==> src/hw/rtl/spq_pkg.sv <==
`timescale 1ns / 1ps

package spq_pkg;

    // queue depth, entry count width and field widths
    localparam int CAPACITY = 64;
    localparam int CNT_W    = $clog2(CAPACITY + 1);
    localparam int OCC_W    = 7;
    localparam int COORD_W  = 16;
    localparam int PRIO_W   = 32;

    // operation codes on the input word
    typedef enum logic [1:0] {
        KIND_PUSH  = 2'd0,
        KIND_POP   = 2'd1,
        KIND_PEEK  = 2'd2,
        KIND_CLEAR = 2'd3
    } t_kind;

    // result status codes
    typedef enum logic [1:0] {
        ST_OK    = 2'd0,
        ST_EMPTY = 2'd1,
        ST_FULL  = 2'd2
    } t_status;

    // what every cell does in a cycle
    typedef enum logic [2:0] {
        CMD_HOLD = 3'b001,
        CMD_PUSH = 3'b010,
        CMD_POP  = 3'b100
    } t_cmd;

    // one stored entry
    typedef struct packed {
        logic signed [PRIO_W-1:0]  prio;
        logic signed [COORD_W-1:0] y;
        logic signed [COORD_W-1:0] x;
    } t_entry;

    // control handed to one cell
    typedef struct packed {
        t_cmd cmd;
        logic first;
        logic occ;
    } t_cell_ctrl;

endpackage

==> src/hw/rtl/spq_cell.sv <==
`timescale 1ns / 1ps

module spq_cell (
    input  logic                i_clk,
    input  spq_pkg::t_cell_ctrl i_ctrl,
    input  spq_pkg::t_entry     i_new,
    input  spq_pkg::t_entry     i_left,
    input  logic                i_left_ge,
    input  spq_pkg::t_entry     i_right,
    output spq_pkg::t_entry     o_entry,
    output logic                o_ge
);

    spq_pkg::t_entry r_entry;
    spq_pkg::t_entry n_entry;
    logic            w_after;

    // new word sorts at or before this cell; head keeps equals ahead of it
    always_comb begin
        if (i_ctrl.first) begin
            w_after = r_entry.prio > i_new.prio;
        end else begin
            w_after = r_entry.prio >= i_new.prio;
        end
    end

    assign o_ge = !i_ctrl.occ || w_after;

    // next entry: keep, take the new word, or take a neighbor
    always_comb begin
        n_entry = r_entry;
        unique case (i_ctrl.cmd)
            spq_pkg::CMD_PUSH: begin
                if (o_ge && i_left_ge) begin
                    n_entry = i_left;
                end else if (o_ge) begin
                    n_entry = i_new;
                end
            end
            spq_pkg::CMD_POP: begin
                n_entry = i_right;
            end
            spq_pkg::CMD_HOLD: begin
                n_entry = r_entry;
            end
            default: begin
                n_entry = r_entry;
            end
        endcase
    end

    always_ff @(posedge i_clk) begin
        r_entry <= n_entry;
    end

    assign o_entry = r_entry;

endmodule

==> config.mk <==
export PLATFORM = sky130hd
export DESIGN_NAME = spq_cell
export DESIGN_NICKNAME = d
export VERILOG_FILES = /design/src/hw/rtl/spq_pkg.sv /design/src/hw/rtl/spq_cell.sv
export SDC_FILE = /design/constraint.sdc
export NUM_CORES = 1
export LEC_CHECK = 0
export BUFFER_PORTS_ARGS = -buffer_cell sky130_fd_sc_hd__buf_2
export CAP_MARGIN = 15
export CORE_UTILIZATION = 35
export CTS_BUF_LIST = sky130_fd_sc_hd__clkbuf_16
export DETAILED_ROUTE_END_ITERATION = 8
export GPL_TIMING_DRIVEN = 0
export PLACE_DENSITY = 0.65
export SLEW_MARGIN = 25
export SYNTH_ARGS = -nofsm -noshare
export SYNTH_HDL_FRONTEND = slang
export SYNTH_SLANG_ARGS = --single-unit
==> constraint.sdc <==
create_clock -name i_clk -period 11.4 [get_ports i_clk]
set_input_delay 0 -clock i_clk [delete_from_list [all_inputs] [get_ports i_clk]]
set_output_delay 0 -clock i_clk [all_outputs]
set_load 0.05 [all_outputs]
=== Word-level counts from Yosys, hierarchy flattened ===
Index checks and enable logic that the tools add are counted.
Widths: inputs -> output; s select.

* Bits of input ports: 199
* Output and inout port bits: 65
* Logic and storage cells: 17
* Bits in registers: 64

* Reductions and logical operators: 5
* Equality and inequality tests: 3
* Order comparisons: 2
* Multiplexer cells: 4

{| class="wikitable"
|+ Operators by type and width
! kind !! number
|-
| $mux 64 || 2
|-
| $pmux 64 s2 || 1
|-
| $ge 32x32->1 || 1
|-
| $gt 32x32->1 || 1
|-
| $eq 3x2->1 const B || 1
|-
| $eq 3x3->1 const B || 1
|-
| $ne 3x3->1 const B || 1
|-
| $reduce_and 2->1 || 1
|-
| $reduce_bool 2->1 || 1
|-
| $logic_and 1x1->1 || 1
|-
| $logic_not 1->1 || 1
|-
| $logic_or 1x1->1 || 1
|-
| $mux 1 || 1
|}

=== Longest topological paths before layout ===
Gate-level depths: netlist of run 1.

* Depth in word-level cells: 6
* Gate-level depth with buffers: 11

=== Least setup slack after synthesis of run 1 ===
No wires, ideal clock.

* Path kind: flip-flop to flip-flop
* Start point: register r_entry (netlist bit o_entry[55])
* End point: register r_entry (netlist bit o_entry[0]) (enable)
* Setup time: 0.508 ns
* Cell stages (with the launch flop): 11
* Arrival time: 5.481 ns
* Clock period less this slack: 5.988 ns
* Setup slack: 5.412 ns
* Cells stage by stage: edfxtp_1 -> ha_1 -> nand4_1 -> nor4_4 -> and2_1 -> nand3b_2 -> a2111o_1 -> buf_6 -> buf_6 -> nand4b_1 -> a21oi_1

* Longest elaborated chain between the ends: 6

{| class="wikitable"
|+ Ends and longest elaborated chain
! what !! RTL line !! text
|-
| start: declaration || spq_cell.sv:14 || <nowiki>spq_pkg::t_entry r_entry;</nowiki>
|-
| start signal: assignment || spq_cell.sv:53 || <nowiki>r_entry <= n_entry;</nowiki>
|-
| $ge 32x32->1 or $gt 32x32->1 (tied branches) || spq_cell.sv:23, spq_cell.sv:21 ||
|-
| $mux 1 (*) || spq_cell.sv:20 || <nowiki>if (i_ctrl.first) begin</nowiki>
|-
| $logic_or 1x1->1 (*) || spq_cell.sv:27 || <nowiki>assign o_ge = !i_ctrl.occ || w_after;</nowiki>
|-
| $logic_and 1x1->1 || spq_cell.sv:34 || <nowiki>if (o_ge && i_left_ge) begin</nowiki>
|-
| $ne 3x3->1 (no line) (*) || n/a ||
|-
| $reduce_and 2->1 (no line) (*) || n/a ||
|}

Mark *: on every way between the ends. The rest lies on a longest branch, timed or not.
A chain may end at the register's enable or synchronous reset.

=== Worst setup path in the final report of run 1 ===
* Start point: register r_entry (netlist bit o_entry[55])
* End point: register r_entry (netlist bit o_entry[34]) (enable)

The elaborated chain is that of the path after synthesis.

==> reports/metrics.cfg, run 1 <==
[yosys]
synth_top_family_by_area=compound AO/OA/AOI/OAI gates
avgSynthCellArea_um2=9.752
syn_inst=501
synth_simple_gate_area_share_pct=17.34
synthAdderAreaFrac_pct=8.195
synth_mux_area_share_pct=0
synth_top_area_share_pct=39.33
synth.area.top_cells=edfxtp_1 39%, o31ai_2 10%, nand4_1 9.1%
seq_area_frac_synth_pct=39.33
syn_nets=732
ys.flop_type=edfxtp_1
ys_async_sr_fraction_pct=0
synth_area_um2=4886
synth-xor-area-share_pct=0
synth_largest_area_cell=edfxtp_1
ys_warn_count=0
synth_edf_count=64
ys_types=39
synth_compound_area_share_pct=26.40
ys_seq_elements=64

[clocking]
cts_setup_buffers=0
root_buffer=clkbuf_16
tritoncts=built
h-tree-depth=3
numClockSinks=64
ctsLongestPathBuffers=2
cts_buffers=9
cts.clk_slew.worst_paths_ps=60
insertion_delay_ps=340

[floorplanning]
row_count=42
io_pins=264
start_util_pct=36.32
die_area_um2=14440
core_um2=13450
die_h_um=120.2
die_w_um=120.2

[final_layout]
mostFrequentLayoutCells=271 x buf_2, 71 x nand4_1, 66 x nor2_1, 64 x a31oi_1, 64 x edfxtp_1
largest_reg_flops=64
design_area_um2=6785
instances_no_fill=961
drive_gt1_share_pct=44.52
area.growth.synth_to_final_pct=38.87
final_util_pct=50.44
nets=1010
final_common_cell=buf_2

[detailed_routing]
dr.pass1.iters=6
wl_per_cell_um=18.96
drt_iter0_drc=338
wl_um=18220
ant_nets=0
remaining_drc_errors=0
dr_total_vias=5415
viasPerCell=5.635

[sta]
setup_viol=0
rsz0062_at_grt=no
fmax_mhz=250.0
slew_violations=0
worst_pin_slew_ps=797.1
final_hold_viol_count=0
relSlewSlack_pct=46.86
period_share_pct=35.08
skew_ps=6.165
hold_ws_ps=15.36
tns_ps=0
min_period_ps=4000

[worst_hold_path]
hold_path_class=in2reg

[critical_path]
required_ps=11450
cp_max_fo=19
end_kind=flop
crit_arrival_ps=4040
cp-start-kind=flop
critical_path_class=reg2reg

[pwr]
powerDensity_nw_per_um2=116.7
ir_drop_uv=60.09
p_leak_nw=3.005

[run]
maxCapViolations=0

[placement]
place_area_um2=6516
hpwl_um=13920
placedCellCount=943
port-buffer-count=263
place_congestion=0.8615

[global_routing]
grt_max_degree=20
grt_use_total_pct=24.88
antenna_found_initial=4
grt-ovfl-total=0
grt_pass1_vias=5329
grt_pass1_wl_um=27480

[status]
status=completed

==> cells in the mapped netlist (3+ instances only) <==
library cell	count
buf_4	5
nand3_1	3
inv_1	34
buf_6	8
o31ai_2	40
nand4_1	71
nor2_1	66
a21oi_1	14
edfxtp_1	64
buf_2	8
o31ai_1	24
clkbuf_1	34
a31oi_1	64
nand2_1	7
ha_1	32
==> timing repair <==
action / 4_1_cts / 5_1_grt
gates resized for setup: 0 / 0
endpoints found under the hold margin: 1 / 0
hold buffers: 1 / 0
==> critical path, cell delays in order, from the launching register on <==
cell      delay [ps]
edfxtp_1         410
ha_1             330
nand4_1          210
nor4_4           450
and2_1           240
nand3b_2         170
a2111o_1         160
buf_6            170
buf_6            160
nand4b_1         140
a21oi_4          660
buf_16           240
buf_16           170
buf_16           170
==> stage by stage <==
stage / worst slack (ps) / total power, W
CTS: 7330 / 0.0007965
global route: 7128 / 0.0008246
detailed placement: 7387 / 0.0005486
global placement: 3756 / 0.0005405
finish: 7400 / 0.0007915
floorplan: 5412 / 0.0004586
==> metal layers <==
metal	up-vias	global-route usage, %	wire length [µm]
met5	-	0	24
met4	4	10.47	470
met3	42	5.418	1422
met2	274	42.17	8985
met1	2547	30.29	7321
li1	2548	-	-
==> final cells by class <==
| type | instances | area (µm²) |
|---|---|---|
| inverters | 35 | 131.4 |
| repair buffers | 267 | 1409 |
| well taps | 176 | 220.2 |
| flip-flops and latches | 64 | 1922 |
| clock inverters | 7 | 31.28 |
| diodes | 1 | 2.502 |
| fillers | 1367 | 6668 |
| clock buffers | 9 | 225.2 |
| multi-input cells | 347 | 2549 |
| plain buffers | 55 | 295.3 |
==> power breakdown <==
part           total (W)  internal (W)  switching [W]
registers       0.000289      0.000283     0.00000592
clock network   0.000246      0.000143       0.000104
logic           0.000256     0.0000918       0.000164
total           0.000792      0.000518       0.000274
==> kinds of logic (layout without fill, tap and decap cells) <==
kind of cell | after synthesis | in the layout
AO/OA/AOI/OAI | 156 | 156
adder cells (fa/ha/maj) | 32 | 32
buffers and inverters | 90 | 373
flip-flops | 64 | 64
other | 0 | 1
AND/OR/NAND/NOR | 159 | 159
==> worst paths after layout <==
kind / depth (start not counted) / endpoint / startpoint / slack, ps
setup / recovery: 13 / o_entry[34]$_DFFE_PP_ / o_entry[55]$_DFFE_PP_ / 7400
hold / removal: 3 / o_entry[9]$_DFFE_PP_ / i_right[9] / 20
setup reg to reg: 13 / o_entry[34]$_DFFE_PP_ / o_entry[55]$_DFFE_PP_ / 7400
hold reg to reg: 7 / o_entry[0]$_DFFE_PP_ / o_entry[63]$_DFFE_PP_ / 1320
(Power assumes the default switching activity.)
==> run 2: changes to the inputs <==
ABC_AREA = 1   (was unset)
PLACE_DENSITY = unset   (was 0.65)
clock period = 4.2 ns   (was 11.4 ns; I/O delays follow)
==> run 2 against run 1 <==
Compared with the run above: cell count increased by 24%; maximum frequency is 32% higher; register-to-register slack got worse by 6200 ps; hold slack improved by 16 ps; synthesized area up 3.0%; routed wire length decreased by 11%; sequential share of layout area decreased by 3.0 points; die area increased by 3.0%; sequential power rose to 2.7 times the previous value; synthesized cell count rose by 34%; critical path depth stayed put; largest cell class unchanged; largest power group is now clock.
==> reports/metrics.cfg, run 2 <==
[yosys]
synth.most_common_cell=nand2_1  ; was nand4_1
syn_inst=669  ; was 501
yosys-top-cells-count=229 x nand2_1, 140 x inv_1, 93 x nand3_1  ; was 71 x nand4_1, 66 x nor2_1, 64 x a31oi_1, 64 x edfxtp_1, 40 x o31ai_2
synth_largest_area_cell=edfxtp_1  ; unchanged
ys_warn_count=0  ; unchanged
avgSynthCellArea_um2=7.522  ; was 9.752 µm²
synth_area_um2=5032  ; was 4886 µm²
syn_nets=900  ; was 732
ys_seq_elements=64  ; unchanged
ys_async_sr_fraction_pct=0  ; unchanged
ys_types=23  ; was 39
synth.area.top_cells=edfxtp_1 38%, nand2_1 17%, inv_1 10%  ; was edfxtp_1 39%, o31ai_2 10%, nand4_1 9.1%
synth_top_area_share_pct=38.19  ; was 39.33%
synth_edf_count=64  ; unchanged
seq_area_frac_synth_pct=38.19  ; was 39.33%
ys.flop_type=edfxtp_1  ; unchanged

[critical_path]
critical_path_class=reg2reg  ; unchanged
cp-start-kind=flop  ; unchanged
critical-path-top-delay-family=simple AND/OR/NAND/NOR gates  ; unchanged
rrSetupSlack_ps=1160  ; was 7400 ps
end_kind=flop  ; unchanged
reg2reg_from=o_entry[63]$_DFFE_PP_  ; was o_entry[55]$_DFFE_PP_
cp_max_fo=37  ; was 19
path_common_cell=nand3_1  ; was buf_16
required_ps=4220  ; was 11,450 ps
crit_arrival_ps=3060  ; was 4040 ps
regToRegEndpoint=o_entry[33]$_DFFE_PP_  ; was o_entry[34]$_DFFE_PP_
cp_num_buf_inv=2  ; was 5
r2r_cells=13  ; unchanged
cpPeakStageDelay_ps=380  ; was 660 ps
cpMaxStageDelayCell=edfxtp_1  ; was a21oi_4
crit_path_cell_trace=ha_1 > nand2_1 > nor2_2 > nand2_2 > nor4_4 > nand2_1 > nand3_1 > nand3_1 > nand2_4 > buf_2 > nand3_1 > nand2_4 > buf_12  ; was ha_1 > nand4_1 > nor4_4 > and2_1 > nand3b_2 > a2111o_1 > buf_6 > buf_6 > nand4b_1 > a21oi_4 > buf_16 > buf_16 > buf_16

[clocking]
numClockSinks=64  ; unchanged
root_buffer=clkbuf_16  ; unchanged
cts_buffers=9  ; unchanged
insertion_delay_ps=330  ; was 340 ps
ctsLongestPathBuffers=2  ; unchanged
cts.clk_slew.worst_paths_ps=60  ; about the same
cts_setup_buffers=0  ; unchanged
ctsResizeCount=0  ; unchanged
h-tree-depth=3  ; unchanged
tritoncts=built  ; unchanged

[detailed_routing]
wl_um=16310  ; was 18,220 µm
wl_per_cell_um=13.66  ; was 18.96 µm
dr.pass1.iters=5  ; was 6
viasPerCell=4.494  ; was 5.635
drt_iter0_drc=165  ; was 338
dr_total_vias=5366  ; was 5,415
ant_nets=0  ; unchanged
remaining_drc_errors=0  ; unchanged

[worst_hold_path]
worstHoldPathCells=5  ; was 3
hold_path_class=in2reg  ; unchanged
min_to=o_entry[29]$_DFFE_PP_  ; was o_entry[9]$_DFFE_PP_
hold_start=i_new[29]  ; was i_right[9]

[sta]
skew_ps=10.17  ; was 6.165 ps
setup_viol=0  ; unchanged
min_period_ps=3040  ; was 4000 ps
period_share_pct=72.37  ; was 35.08%
fmax_mhz=329.0  ; was 250.0 MHz
final_hold_viol_count=0  ; unchanged
slew_violations=0  ; unchanged
rsz0062_at_grt=no  ; unchanged
worst_pin_slew_ps=635.4  ; was 797.1 ps
hold_ws_ps=31.43  ; was 15.36 ps
relSlewSlack_pct=57.64  ; was 46.86%

[pwr]
switching_share_pct=31.55  ; was 34.60%
powerDensity_nw_per_um2=313.2  ; was 116.7 nW/µm²
p_switching_w=0.0007490  ; was 0.0002739 W
p_leak_nw=4.224  ; was 3.005 nW
ir_drop_uv=159.4  ; was 60.09 µV
p_clk_share_pct=36.0  ; was 31.1%
p_comb_share_pct=30.8  ; was 32.4%
p_int_w=0.001625  ; was 0.0005176 W
power_w=0.002374  ; was 0.0007915 W
pwr-share-seq_pct=33.2  ; was 36.5%

[global_routing]
grt-ovfl-total=0  ; unchanged
grt_pass1_wl_um=25360  ; was 27,480 µm
grt_max_degree=38  ; was 20
grt_use_met3_pct=4.541  ; was 5.418%
antenna_found_initial=2  ; was 4
grtUsageMet1_pct=26.33  ; was 30.29%
grtUsageMet2_pct=39.41  ; was 42.17%
grt_pass1_vias=5292  ; was 5,329
grt_use_total_pct=22.33  ; was 24.88%
gr-max-usage-layer=met2  ; unchanged

[final_layout]
multiInputGateArea_um2=2349  ; was 2549 µm²
nets=1239  ; was 1,010
final_common_cell=buf_2  ; unchanged
num-fill-cells=1372  ; was 1,367
seqCellArea_um2=1922  ; unchanged
largest_reg_flops=64  ; unchanged
mostFrequentLayoutCells=274 x buf_2, 228 x nand2_1, 141 x inv_1, 93 x nand3_1  ; was 271 x buf_2, 71 x nand4_1, 66 x nor2_1, 64 x a31oi_1, 64 x edfxtp_1
area.growth.synth_to_final_pct=50.65  ; was 38.87%
drive_gt1_share_pct=34.25  ; was 44.52%
design_area_um2=7581  ; was 6785 µm²

[placement]
place_congestion=0.8331  ; was 0.8615
place_area_um2=6601  ; was 6516 µm²
port-buffer-count=263  ; unchanged
hpwl_um=12040  ; was 13,920 µm

[floorplanning]
core_um2=13930  ; was 13,450 µm²
die_area_um2=14860  ; was 14,440 µm²
start_util_pct=36.11  ; was 36.32%
row_count=43  ; was 42
die_w_um=121.9  ; was 120.2 µm
io_pins=264  ; unchanged
die_h_um=121.9  ; was 120.2 µm

[run]
maxCapViolations=0  ; unchanged

[status]
status=completed  ; unchanged

[run 2: cell count changes in the layout (fill, tap and decap cells not counted), sizes merged, moves of 56 or more]
| cell | delta |
|---|---|
| dlygate4sd3 | +63 |
| nand4 | -70 |
| nor2 | -56 |
| a31oi | -64 |
| nand3 | +130 |
| inv | +104 |
| o31ai | -64 |
| nand2 | +225 |
[run 2: final cells by class]
cell class | count | share of cell area, %
tap | 180 | 2.971
timing repair buffer | 328 | 26.08
multi-input combinational | 431 | 30.98
clock inverter | 7 | 1.469
antenna | 1 | 0.03301
clock buffer | 9 | 2.971
sequential | 64 | 25.35
buffer | 34 | 3.218
inverter | 140 | 6.932
[run 2: kinds of logic after synthesis]
kind of cell    count (synthesis)  synth area share, %
fa+ha+maj                      32                7.956
simple gates                  379                36.42
buf+inv                       174                15.29
compound gates                 20                2.138
flops                          64                38.19
[run 2: power groups by stage]
stage / registers (W) / logic [W] / clock network, W
3_5_place_dp: 0.000801 / 0.000685 / 0
4_1_cts: 0.000789 / 0.000735 / 0.000874
6_report: 0.000789 / 0.000732 / 0.000854
3_3_place_gp: 0.000805 / 0.000679 / 0
5_1_grt: 0.000792 / 0.000805 / 0.000899
2_1_floorplan: 0.000949 / 0.000318 / 0
[run 2: per-layer routing]
| metal | share of wire (%) | wire length [µm] | up-vias |
|---|---|---|---|
| li1 | - | - | 2779 |
| met1 | 43 | 6934 | 2390 |
| met5 | 0.074 | 12 | - |
| met4 | 1.4 | 236 | 2 |
| met3 | 6.7 | 1094 | 16 |
| met2 | 49 | 8031 | 179 |
[run 2: what timing repair did]
item	in CTS	in global routing
endpoints found under the hold margin	64	0
hold buffers	64	0
endpoints found under the setup margin	0	0
[run 2: worst max path at each step]
stage / start / endpoint / slack (ps) / cells after the start
floorplan: o_entry[63]$_DFFE_PP_ / o_entry[0]$_DFFE_PP_ / 130 / 12
global placement: o_entry[63]$_DFFE_PP_ / o_entry[31]$_DFFE_PP_ / -430 / 12
detailed placement: o_entry[63]$_DFFE_PP_ / o_entry[31]$_DFFE_PP_ / 1160 / 13
CTS: o_entry[63]$_DFFE_PP_ / o_entry[44]$_DFFE_PP_ / 1120 / 13
global route: o_entry[63]$_DFFE_PP_ / o_entry[1]$_DFFE_PP_ / 890 / 13
finish: o_entry[63]$_DFFE_PP_ / o_entry[33]$_DFFE_PP_ / 1160 / 13
[run 2: through the flow]
stage	TNS (ps)	instances	worst slack [ps]	utilization [%]
floorplan	0	669	128.5	-
global placement	-27100	1112	-429.6	47.18
detailed placement	0	1113	1162	47.37
CTS	0	1193	1119	54.39
global route	0	1194	893.7	54.40
finish	0	1194	1160	54.40
[run 2: worst min-delay path, stage by stage]
cell and delay [ps]:
buf_2 80, inv_1 30, nand2_1 50, nand3_1 60, nand2_1 50
